--- src/rtl/core/pcb_pkg.sv ---
// Shared types and constants for the particle cell binning block.
`default_nettype none
package pcb_pkg;

   localparam int OP_W      = 2;
   localparam int ID_W      = 6;
   localparam int POS_W     = 32;
   localparam int QIDX_W    = 4;
   localparam int QSLOT_W   = 6;
   localparam int DIM_W     = 5;
   localparam int OUT_CNT_W = 7;
   localparam int CSR_IDX_W = 3;
   localparam int CSR_DAT_W = 32;
   localparam int REQ_DAT_W = 88;
   localparam int RSP_DAT_W = 24;

   // grid store size, tied to the 4-bit row/column and 6-bit slot fields
   localparam int MAX_ROWS      = 16;
   localparam int MAX_COLS      = 16;
   localparam int MAX_PARTICLES = 64;

   // quotient of one axis is below the grid size, which fits DIM_W bits
   localparam int QUOT_W = DIM_W;
   localparam int NUM_W  = POS_W + DIM_W;

   localparam logic [OP_W-1:0] OP_CLEAR  = 2'd0;
   localparam logic [OP_W-1:0] OP_INSERT = 2'd1;
   localparam logic [OP_W-1:0] OP_READ   = 2'd2;
   localparam logic [OP_W-1:0] OP_UNUSED = 2'd3;

   localparam logic [CSR_IDX_W-1:0] CSR_X_MIN = 3'd0;
   localparam logic [CSR_IDX_W-1:0] CSR_X_MAX = 3'd1;
   localparam logic [CSR_IDX_W-1:0] CSR_Y_MIN = 3'd2;
   localparam logic [CSR_IDX_W-1:0] CSR_Y_MAX = 3'd3;
   localparam logic [CSR_IDX_W-1:0] CSR_ROWS  = 3'd4;
   localparam logic [CSR_IDX_W-1:0] CSR_COLS  = 3'd5;

   typedef enum logic [3:0] {
      S_IDLE,
      S_PREP,
      S_MUL,
      S_DSTART,
      S_DIV,
      S_LOOK,
      S_CNT,
      S_LIST,
      S_RESP
   } state_type;

endpackage
`default_nettype wire

--- src/rtl/core/pcb_div.sv ---
// Restoring divider producing a short quotient, one bit per cycle.
`default_nettype none
module pcb_div
   import pcb_pkg::*;
(
   input  wire logic                clock,
   input  wire logic                reset,
   input  wire logic                start,
   input  wire logic [NUM_W-1:0]    num,
   input  wire logic [POS_W-1:0]    den,
   output logic                     done,
   output logic [QUOT_W-1:0]        quot
);

   localparam int STEP_W = $clog2(QUOT_W);

   logic [NUM_W-1:0]  rem_ff, rem_in;
   logic [NUM_W:0]    dsh_ff, dsh_in;
   logic [QUOT_W-1:0] quot_ff, quot_in;
   logic [STEP_W-1:0] step_ff, step_in;
   logic              busy_ff, busy_in;
   logic              done_ff, done_in;
   logic [NUM_W:0]    trial;

   assign trial = {1'b0, rem_ff} - dsh_ff;

   always_comb begin
      rem_in  = rem_ff;
      dsh_in  = dsh_ff;
      quot_in = quot_ff;
      step_in = step_ff;
      busy_in = busy_ff;
      done_in = 1'b0;
      if (start) begin
         rem_in  = num;
         // divisor aligned to the top quotient bit
         dsh_in  = (NUM_W+1)'(den) << (QUOT_W - 1);
         quot_in = '0;
         step_in = STEP_W'(QUOT_W - 1);
         busy_in = 1'b1;
      end else if (busy_ff) begin
         if (!trial[NUM_W]) begin
            rem_in = trial[NUM_W-1:0];
         end
         quot_in = {quot_ff[QUOT_W-2:0], ~trial[NUM_W]};
         dsh_in  = dsh_ff >> 1;
         step_in = step_ff - 1'b1;
         if (step_ff == '0) begin
            busy_in = 1'b0;
            done_in = 1'b1;
         end
      end
   end

   always_ff @(posedge clock) begin
      rem_ff  <= rem_in;
      dsh_ff  <= dsh_in;
      quot_ff <= quot_in;
      step_ff <= step_in;
      if (reset) begin
         busy_ff <= 1'b0;
         done_ff <= 1'b0;
      end else begin
         busy_ff <= busy_in;
         done_ff <= done_in;
      end
   end

   assign done = done_ff;
   assign quot = quot_ff;

endmodule
`default_nettype wire

--- config.mk ---
export PLATFORM = sky130hd
export DESIGN_NAME = pcb_div
export DESIGN_NICKNAME = d
export VERILOG_FILES = /design/src/rtl/core/pcb_pkg.sv /design/src/rtl/core/pcb_div.sv
export SDC_FILE = /design/constraint.sdc
export NUM_CORES = 1
export LEC_CHECK = 0
export ABC_CLOCK_PERIOD_IN_PS = 8400
export BUFFER_PORTS_ARGS = -buffer_cell sky130_fd_sc_hd__clkbuf_2
export CAP_MARGIN = 25
export CORE_ASPECT_RATIO = 2
export CORE_MARGIN = 4
export CORE_UTILIZATION = 60
export DETAILED_ROUTE_END_ITERATION = 8
export PLACE_DENSITY_LB_ADDON = 0.08
export SKIP_LAST_GASP = 1
export SLEW_MARGIN = 20
export SYNTH_ARGS = -nofsm -noshare
export SYNTH_HDL_FRONTEND = slang
export SYNTH_SLANG_ARGS = --single-unit
--- constraint.sdc ---
create_clock -name clock -period 8.4 [get_ports clock]
set_input_delay 0.42 -clock clock [delete_from_list [all_inputs] [get_ports clock]]
set_output_delay 0.42 -clock clock [all_outputs]
set_load 0.01 [all_outputs]
== Yosys cells after proc, flatten, opt, wreduce, memory -nomap -nowiden ==
Cells that the tools add are included.
Widths: inputs -> output; s select.

* $add $sub $neg: 2
* Multipliers: 0
* Divide/modulo/power cells: 0
* $lt $le $gt $ge: 0
* Equality and inequality tests: 1
* Shift operators: 0
* Multiplexer cells: 9
* Bitwise operators: 2
* Reductions and logical operators: 4

{| class="wikitable"
|+ Operator list
! operator !! number
|-
| $mux 37 || 3
|-
| $mux 36 || 2
|-
| $sub 37x36->38 || 1
|-
| $mux 1 || 4
|-
| $logic_not 3->1 || 1
|-
| $reduce_or 3->1 || 1
|-
| $sub 3x1->3 const B || 1
|-
| $ne 2x2->1 const B || 1
|-
| $not 1->1 || 2
|-
| $reduce_and 2->1 || 1
|-
| $reduce_bool 2->1 || 1
|}

* Register bits: 83
* Latch bits: 0
* Bits in writable memories: 0
* ROM bits: 0
* Output and inout bits: 6
* Logic and storage cells: 25
* Memories: 0

== Logic depth before layout (Yosys ltp) ==
Gate-level depths: netlist of run 1.

* Depth after elaboration: 4
* Gate-level depth with buffers: 11
* Mapped depth without buffers: 11

== Worst setup path before layout of run 1 ==
No wires, ideal clock.

* Path type: register -> register
* From: reg rem_ff[6]
* To: reg rem_ff[0] (enable)
* Setup time: 0.454 ns
* Arrival time: 4.044 ns
* Path slack: 3.902 ns
* Stages on the path, launching flop included: 10
* Buffers on the path: 0
* Clock period less this slack: 4.498 ns
* Cell sequence: edfxtp_1 > ha_1 > nand3_1 > or2_4 > a311oi_4 > o311ai_1 > a31oi_1 > a21o_1 > nand2b_1 > a31oi_1

* Word-level cells in the longest chain between the ends: 3

{| class="wikitable"
|+ Ends and longest elaborated chain
! element !! line !! RTL
|-
| start: declaration || pcb_div.sv:17 || <nowiki>logic [NUM_W-1:0] rem_ff, rem_in;</nowiki>
|-
| start signal: assignment || pcb_div.sv:56 || <nowiki>rem_ff <= rem_in;</nowiki>
|-
| $sub 37x36->38 || pcb_div.sv:25 || <nowiki>assign trial = {1'b0, rem_ff} - dsh_ff;</nowiki>
|-
| $ne 2x2->1 (no line) || - ||
|-
| $reduce_and 2->1 (no line) || - ||
|}

No other way between the ends.
A chain may end at the register's enable or synchronous reset.

== Worst setup path after layout of run 1 ==
* From: reg dsh_ff[7]
* To: reg rem_ff[5] (enable)

* Word-level cells in the longest chain between the ends: 3

{| class="wikitable"
|+ Ends and longest elaborated chain
! element !! line !! RTL
|-
| start: declaration || pcb_div.sv:18 || <nowiki>logic [NUM_W:0] dsh_ff, dsh_in;</nowiki>
|-
| start signal: assignment || pcb_div.sv:57 || <nowiki>dsh_ff <= dsh_in;</nowiki>
|-
| $sub 37x36->38 || pcb_div.sv:25 ||
|-
| $ne 2x2->1 (no line) || - ||
|-
| $reduce_and 2->1 (no line) || - ||
|}

No other way between the ends.

==> impl_metrics.ini, run 1 <==
[outcome]
status = completed

[sta]
min_period_over_period_pct = 41.0
final_max_slew_viol_count = 0
tightest_slew_ns = 0.866
rsz0062_at_grt = no
hold_violations = 0
finalSetupViolations = 0
fin_setup_tns_ns = 0
slew_headroom_pct = 42.3
clock.fmax_mhz = 291
finalCriticalPeriod_ns = 3.44
worst_clock_skew_ns = 0.00492

[grt]
grt-ovfl-total = 0
antenna_found_initial = 0
grt_max_degree = 103
grt_pass1_wl_mm = 21.7
grt_pass1_vias = 4810
grt_use_total_pct = 24.4

[layout]
area_growth_pct = 13.3
multi_input_area_sq_um = 2920
final_common_cell = nand2_1
drive_gt1_share_pct = 15.5
num-nets-final = 795
stdcell_count = 791
most-common-layout-cells = nand2_1 (117), clkbuf_2 (76), edfxtp_1 (69)
fillers = 717
antenna_cells = 0
seq_area_sq_um = 2350

[yosys]
synthesis.area_sq_um = 5570
async_flop_share_pct = 0
syn_area_per_cell_sq_um = 8.97
synth_seq_cells = 83
synth.distinct_cells = 60
synthFlopType = edfxtp_1
synth_enable_flop_cells = 69
syn_nets = 732
yosysWarnings = 0
netlist_instances = 621
synth_seq_area_share_pct = 42.2

[setup_path]
cp_max_fo = 30
cp-start-kind = flip-flop
cpLargestDelayFamily = compound AO/OA/AOI/OAI gates
reg2reg_to = rem_ff[5]$_DFFE_PP_
ff2ff_path_depth = 11
worstPathBufferInverterCount = 2
slowest_delay_ns = 0.47
arrival_ns = 3.43
reg2reg_slack_ns = 4.96
required_ns = 8.39
path_cells = inv_1, ha_1, nand3_1, or2_4, a311oi_4, o311ai_1, a31oi_1, a21o_1, nand2b_1, a31oi_4, buf_4
slowest_stage = buf_4
endpoint_kind = flip-flop
r2r_start = dsh_ff[7]$_DFFE_PP_
crit_type = reg2reg
path_depth = 11

[min_path]
hold_class = in2reg
hold_path.startpoint = reset
hold_path_depth = 2
hold-path-endpoint = busy_ff$_SDFF_PP0_

[cts]
htree_levels = 3
clk_pin_slew_worst_paths_ns = 0.06
post_cts_resized = 0
hold_buffers = 0
clk-insertion-delay-late_ns = 0.34
cts_sinks = 83
postCtsSetupRepairBufs = 0
cts_tree = yes
cts_buffers = 9
cts_root_buf = clkbuf_16
cts.path.max_buffers = 2

[routing]
vias_per_cell = 5.92
drc = 0
drt-total-wl_mm = 13.1
drtIter0Drc = 206
vias = 4685
drt-wirelength-per-cell_um = 16.6
dr.pass1.iters = 8
ant_nets = 0

[floorplan]
dieArea_sq_um = 11000
die_x_um = 76.1
num_rows = 49
coreArea_sq_um = 9010
die_height_um = 144
initial_core_util_pct = 61.8
io_pins = 78

[pwr]
p_per_area_nw_per_um2 = 309
ir_worst_vdd_mv = 0.217
p_leak_nw = 2.74
power_mw = 1.95

[placement]
dp.cells = 775
hpwl_mm = 9.68
port_buffers = 77
gp_congestion = 0.874

[flow_run]
cap_violations = 0
==> final cells by class <==
type,instances,share of cell area [%]
inverters,53,3.15
well taps,102,2.02
repair buffers,81,6.63
flip-flops and latches,83,37.3
clock buffers,11,3.69
multi-input cells,456,46.3
clock inverters,5,0.853
==> stage by stage <==
step | setup slack, ns | hold WS, ns | area (sq um) | util [%]
CTS | 4.94 | 0.239 | 6310 | 70.0
finish | 4.96 | 0.249 | 6310 | 70.0
detailed placement | 4.95 | 0.480 | 6020 | 66.8
global placement | 5.06 | 0.464 | 6020 | 66.8
floorplan | 3.90 | 0.444 | 5570 | -
global route | 4.66 | 0.241 | 6310 | 70.0
==> routing by layer <==
layer,track usage [%],up-vias,share of wire (%)
met2,46.6,129,55
met5,0,-,0
met4,12.4,0,3.8
li1,-,2344,-
met3,3.87,37,3.6
met1,25.2,2175,38
==> synth_stat cells (2+ instances only) <==
master,n,area share (%)
buf_1,12,0.81
a311oi_1,2,0.31
dfxtp_1,14,5.0
nor4_1,4,0.45
a21oi_1,29,2.6
a2111o_1,2,0.40
mux2i_1,9,1.6
nor3_1,2,0.18
nand2b_1,6,0.67
o2111ai_1,2,0.31
and3_1,5,0.56
nand3_1,14,1.3
nor2b_1,5,0.56
nand2_1,117,7.9
xnor2_1,14,2.2
a31oi_1,6,0.67
a41oi_1,2,0.31
a211oi_1,5,0.67
edfxtp_1,69,37
a41o_1,2,0.36
nor2_1,26,1.8
o21ai_0,66,5.9
o21bai_1,4,0.54
inv_1,52,3.5
o21ai_1,12,1.1
o31ai_1,4,0.54
and2_1,6,0.67
a211oi_2,2,0.45
o21a_1,2,0.27
ha_1,38,8.5
o211ai_1,4,0.54
nor3b_1,4,0.54
nand4_1,3,0.34
or3_1,2,0.22
a211o_1,2,0.31
clkbuf_1,17,1.1
xor2_1,14,2.2
a21o_1,19,2.6
nor4b_1,2,0.31
==> cells by family after synthesis <==
group	synth area share (%)
simple gates	16.0
buf+inv	5.53
compound gates	21.3
flops	42.2
mux	1.62
xor+xnor	4.40
fa+ha+maj	8.90
==> worst max-delay path by stage <==
stage	from	end	slack [ns]
after floorplan	rem_ff[6]$_DFFE_PP_	rem_ff[0]$_DFFE_PP_	3.90
after detailed placement	dsh_ff[7]$_DFFE_PP_	rem_ff[2]$_DFFE_PP_	4.95
after CTS	dsh_ff[7]$_DFFE_PP_	rem_ff[2]$_DFFE_PP_	4.94
after global routing	dsh_ff[7]$_DFFE_PP_	rem_ff[9]$_DFFE_PP_	4.66
final	dsh_ff[7]$_DFFE_PP_	rem_ff[5]$_DFFE_PP_	4.96
after global placement	dsh_ff[7]$_DFFE_PP_	rem_ff[10]$_DFFE_PP_	5.06
==> registers in the layout, indices dropped and copies added (netlist names) <==
signal,flops
dsh_ff,36
quot,5
rem_ff,37
step_ff,3
busy_ff,1
done,1
==> worst reg2reg max path: stages (launching register included) <==
cell and delay (ns):
edfxtp_1 0.36, inv_1 0.05, ha_1 0.38, nand3_1 0.13
or2_4 0.28, a311oi_4 0.32, o311ai_1 0.15, a31oi_1 0.28
a21o_1 0.18, nand2b_1 0.11, a31oi_4 0.34, buf_4 0.47
==> power breakdown <==
group          internal [mW]  switching, mW
combinational          0.384          0.565
sequential             0.574         0.0392
clock                  0.229          0.159
Note: power is estimated with default switching activity, not from simulation.
==> inputs of run 2 (changes only) <==
--- a/config.mk
+++ b/config.mk
@@ -5,12 +5,12 @@
 export SDC_FILE = /design/constraint.sdc
 export NUM_CORES = 1
 export LEC_CHECK = 0
-export ABC_CLOCK_PERIOD_IN_PS = 8400
+export ABC_CLOCK_PERIOD_IN_PS = 3000
 export BUFFER_PORTS_ARGS = -buffer_cell sky130_fd_sc_hd__clkbuf_2
 export CAP_MARGIN = 25
 export CORE_ASPECT_RATIO = 2
 export CORE_MARGIN = 4
-export CORE_UTILIZATION = 60
+export CORE_UTILIZATION = 53
 export DETAILED_ROUTE_END_ITERATION = 8
 export PLACE_DENSITY_LB_ADDON = 0.08
 export SKIP_LAST_GASP = 1
==> constraint.sdc (replaced) <==
create_clock -name clock -period 3 [get_ports clock]
set_input_delay 0.15 -clock clock [delete_from_list [all_inputs] [get_ports clock]]
set_output_delay 0.15 -clock clock [all_outputs]
set_load 0.01 [all_outputs]
==> impl_metrics.ini, run 2 (same netlist as run 1, synthesis figures left out) <==
[flow_run]
cap_violations = 0

[routing]
drt-wirelength-per-cell_um = 16.2
vias = 4707
vias_per_cell = 5.60
drt-total-wl_mm = 13.6
dr.pass1.iters = 4
drtIter0Drc = 197
drc = 0
ant_nets = 0

[cts]
cts.path.max_buffers = 2
htree_levels = 3
cts_root_buf = clkbuf_16
cts_tree = yes
clk_pin_slew_worst_paths_ns = 0.07
cts_sinks = 83
cts_buffers = 9
clk-insertion-delay-late_ns = 0.34

[grt]
grt_pass1_wl_mm = 22.4
grt-ovfl-total = 0
grt_use_total_pct = 22.8
grt_max_degree = 74
grt_pass1_vias = 4848
antenna_found_initial = 0

[floorplan]
die_height_um = 153
dieArea_sq_um = 12300
coreArea_sq_um = 10200
die_x_um = 80.5
io_pins = 78
initial_core_util_pct = 54.5
num_rows = 52

[pwr]
p_per_area_nw_per_um2 = 858
swShare_pct = 38.9
internal-power_mw = 3.50
power.share.clock_pct = 18.3
p_switching_mw = 2.22
combPwrFrac_pct = 51.3
pwr-share-seq_pct = 30.4
ir_worst_vdd_mv = 0.441
p_leak_nw = 2.84

[setup_path]
cp_max_fo = 4
path_cells = inv_1, ha_1, fa_1, nor2b_1, o2111ai_1, a211oi_2, o21ai_2, nand3_2, a31oi_4, mux2i_1, a2111o_1
crit_type = reg2reg
slowest_stage = fa_1
slowest_delay_ns = 0.40
cp-start-kind = flip-flop
reg2reg_slack_ns = 0.11
endpoint_kind = flip-flop
required_ns = 3.08
cpLargestDelayFamily = compound AO/OA/AOI/OAI gates
arrival_ns = 2.97
worstPathBufferInverterCount = 1

[layout]
final_common_cell = nand2_1
most-common-layout-cells = nand2_1 (117), clkbuf_2 (76), edfxtp_1 (69)
area_growth_pct = 19.7
antenna_cells = 0
stdcell_count = 840
largest_reg_flops = 37
drive_gt1_share_pct = 19.6
num-nets-final = 811
largest_register = rem_ff
design_area_sq_um = 6670

[sta]
holdWs_ns = 0.0900
rsz0062_at_grt = yes
final_max_slew_viol_count = 0
hold_violations = 0
slew_headroom_pct = 51.9
min_period_over_period_pct = 96.2
finalCriticalPeriod_ns = 2.89
finalSetupViolations = 0
clock.fmax_mhz = 346
worst_clock_skew_ns = 0.00844
tightest_slew_ns = 0.717

[outcome]
status = completed

[min_path]
hold_class = in2reg

[placement]
dp.cells = 817
port_buffers = 77
gp_congestion = 0.925
hpwl_mm = 9.92
dpl-instance-area_sq_um = 6260
[run 2: path summary, 6_finish.rpt]
path | startpoint | to | cells past startpoint
setup / recovery | rem_ff[0]$_DFFE_PP_ | rem_ff[36]$_DFFE_PP_ | 11
hold / removal | den[20] | dsh_ff[24]$_DFFE_PP_ | 3
setup reg to reg | rem_ff[0]$_DFFE_PP_ | rem_ff[36]$_DFFE_PP_ | 11
hold reg to reg | step_ff[2]$_SDFFE_PP1P_ | step_ff[2]$_SDFFE_PP1P_ | 2
[run 2: final cells by class]
type / instances / area [sq um]
tap: 135 / 169
timing repair buffer: 97 / 603
clock buffer: 13 / 250
fill: 893 / 3550
multi-input combinational: 456 / 3070
clock inverter: 3 / 22.5
sequential: 83 / 2350
inverter: 53 / 199
[run 2: tightest hold or removal path: stages]
cell and delay (ns):
clkbuf_2 0.08, nand2_1 0.04, o21ai_0 0.05
[run 2: repair_timing]
item,in CTS,in global routing
resized for setup,0,8
setup buffers,0,4
hold buffers,1,0
hold endpoints to repair,2,0
setup endpoints to repair,0,41
[run 2: power groups by stage]
stage | combinational, mW | sequential [mW] | clock [mW]
after floorplan | 2.12 | 1.72 | 0
after global placement | 2.73 | 1.74 | 0
after detailed placement | 2.76 | 1.76 | 0
after CTS | 2.79 | 1.74 | 1.06
after global routing | 3.25 | 1.76 | 1.11
final | 2.93 | 1.74 | 1.05
[run 2: routing by layer]
layer  GRT usage, %  wire length, um  vias to the layer above
li1               -                -                     2367
met5              0                0                        -
met3           2.94              537                       35
met4           9.59              510                        0
met2           42.0             7340                      123
met1           25.6             5200                     2182
[run 2: through the flow]
step	power, mW	setup TNS, ns	utilization (%)	setup WS [ns]
finish	5.72	0	65.3	0.113
global route	6.12	-0.0218	65.3	-0.0184
CTS	5.59	0	64.0	0.0691
detailed placement	4.52	0	61.3	0.0765
global placement	4.47	0	61.3	0.152
floorplan	3.84	-0.0848	-	-0.00229
==> inputs of run 3 (changes only) <==
--- a/config.mk
+++ b/config.mk
@@ -10,7 +10,7 @@
 export CAP_MARGIN = 25
 export CORE_ASPECT_RATIO = 2
 export CORE_MARGIN = 4
-export CORE_UTILIZATION = 53
+export CORE_UTILIZATION = 30
 export DETAILED_ROUTE_END_ITERATION = 8
 export PLACE_DENSITY_LB_ADDON = 0.08
 export SKIP_LAST_GASP = 1
==> impl_metrics.ini, run 3 (same netlist as run 1, synthesis figures left out) <==
[layout]
antenna_cells = 0
stdcell_count = 919
most-common-layout-cells = nand2_1 (117), clkbuf_2 (76), edfxtp_1 (69)
drive_gt1_share_pct = 20.3
multi_input_area_sq_um = 3080
final_common_cell = nand2_1
seq_area_sq_um = 2350
largest_reg_flops = 37
area_growth_pct = 20.9
fillers = 1935
num-nets-final = 809
largest_register = rem_ff

[grt]
grt_pass1_wl_mm = 24.7
antenna_found_initial = 0
grt_use_total_pct = 14.9
grt-ovfl-total = 0
grt_max_degree = 66
grt_pass1_vias = 4846

[floorplan]
io_pins = 78
die_x_um = 104
coreArea_sq_um = 18300
initial_core_util_pct = 30.4
die_height_um = 201
dieArea_sq_um = 20900
num_rows = 70

[placement]
gp_congestion = 0.802
hpwl_mm = 11.9
port_buffers = 77
dp.cells = 900

[setup_path]
cp_max_fo = 29
reg2reg_to = rem_ff[23]$_DFFE_PP_
arrival_ns = 2.91
ff2ff_path_depth = 11
crit_type = reg2reg
endpoint_kind = flip-flop
reg2reg_slack_ns = 0.13
r2r_start = dsh_ff[8]$_DFFE_PP_
required_ns = 3.04
cp-start-kind = flip-flop

[pwr]
internal-power_mw = 3.49
p_switching_mw = 2.27
p_per_area_nw_per_um2 = 856
swShare_pct = 39.5
power.share.clock_pct = 19.6
combPwrFrac_pct = 50.2
pwr-share-seq_pct = 30.1
p_leak_nw = 2.84
ir_worst_vdd_mv = 0.289

[cts]
cts_buffers = 9
cts_sinks = 83
clk-insertion-delay-late_ns = 0.35
cts_tree = yes
htree_levels = 3
cts_root_buf = clkbuf_16
cts.path.max_buffers = 2
clk_pin_slew_worst_paths_ns = 0.07

[routing]
drtIter0Drc = 108
dr.pass1.iters = 4
drt-total-wl_mm = 15.4
drt-wirelength-per-cell_um = 16.8
vias_per_cell = 5.04
ant_nets = 0
vias = 4633
drc = 0

[min_path]
hold_class = in2reg
hold-path-endpoint = dsh_ff[30]$_DFFE_PP_
hold_path.startpoint = den[26]
hold_path_depth = 3

[sta]
min_period_over_period_pct = 95.6
clock.fmax_mhz = 349
final_max_slew_viol_count = 0
finalCriticalPeriod_ns = 2.87
holdWs_ns = 0.0799
rsz0062_at_grt = yes
fin_setup_tns_ns = 0
hold_violations = 0
tightest_slew_ns = 0.615
slew_headroom_pct = 58.8
finalSetupViolations = 0
worst_clock_skew_ns = 0.00546

[flow_run]
cap_violations = 0

[outcome]
status = completed
[run 3: cell types whose count changed in the layout (fill, tap and decap cells not counted), moves of 2 or more]
cell and change:
clkbuf_1 -3, buf_4 +3, buf_6 -2, inv_6 +2
buf_12 -2
[run 3: repair_timing]
item	in CTS	in global routing
hold buffers	1	0
setup endpoints to repair	0	43
endpoints found under the hold margin	2	0
buffers inserted	0	2
gates resized for setup	0	11
[run 3: worst max path at each step]
stage | slack, ns | startpoint | endpoint | cells after the start
3_3_place_gp | 0.08 | dsh_ff[14]$_DFFE_PP_ | rem_ff[15]$_DFFE_PP_ | 11
4_1_cts | 0.04 | dsh_ff[14]$_DFFE_PP_ | rem_ff[23]$_DFFE_PP_ | 11
6_report | 0.13 | dsh_ff[8]$_DFFE_PP_ | rem_ff[23]$_DFFE_PP_ | 11
5_1_grt | -0.03 | rem_ff[1]$_DFFE_PP_ | rem_ff[5]$_DFFE_PP_ | 10
3_5_place_dp | 0.07 | rem_ff[13]$_DFFE_PP_ | rem_ff[16]$_DFFE_PP_ | 10
2_1_floorplan | -0.002 | rem_ff[7]$_DFFE_PP_ | rem_ff[0]$_DFFE_PP_ | 9
[run 3: worst max-delay path, cell delays in order, from the launching register on]
cell	delay, ns
edfxtp_1	0.35
inv_1	0.06
ha_1	0.34
nand3_2	0.10
or2_4	0.28
a311oi_4	0.28
o311ai_2	0.17
a31oi_2	0.24
a21o_1	0.17
nand2b_1	0.12
a31oi_4	0.19
buf_12	0.24
[run 3: area by class of cell]
class,count,area share [%]
Multi-Input combinational cell,456,45.7
Sequential cell,83,35.0
Timing Repair Buffer,95,7.99
Tap cell,216,4.01
Clock buffer,10,3.72
Inverter,53,2.95
Clock inverter,6,0.650
[run 3: per-layer routing]
metal / share of wire [%] / wire length, um / vias to the layer above / global-route usage [%]
met5: 0 / 0 / - / 0
met3: 2.8 / 426 / 14 / 2.80
met4: 1.5 / 234 / 0 / 4.71
met2: 56 / 8700 / 59 / 29.6
li1: - / - / 2364 / -
met1: 39 / 6040 / 2196 / 15.2
[run 3: through the flow]
stage | power, mW | setup slack (ns) | utilization, % | instance area [sq um]
2_1_floorplan | 3.84 | -0.00229 | - | 5690
3_3_place_gp | 4.59 | 0.0788 | 34.8 | 6360
3_5_place_dp | 4.61 | 0.0674 | 34.8 | 6360
4_1_cts | 5.78 | 0.0407 | 36.4 | 6670
5_1_grt | 6.25 | -0.0317 | 36.8 | 6730
6_report | 5.76 | 0.132 | 36.8 | 6730
[run 3: power groups by stage]
stage | Sequential, mW | Clock [mW] | Combinational [mW]
2_1_floorplan | 1.72 | 0 | 2.12
3_3_place_gp | 1.76 | 0 | 2.83
3_5_place_dp | 1.77 | 0 | 2.84
4_1_cts | 1.74 | 1.17 | 2.86
5_1_grt | 1.77 | 1.22 | 3.26
6_report | 1.74 | 1.13 | 2.89
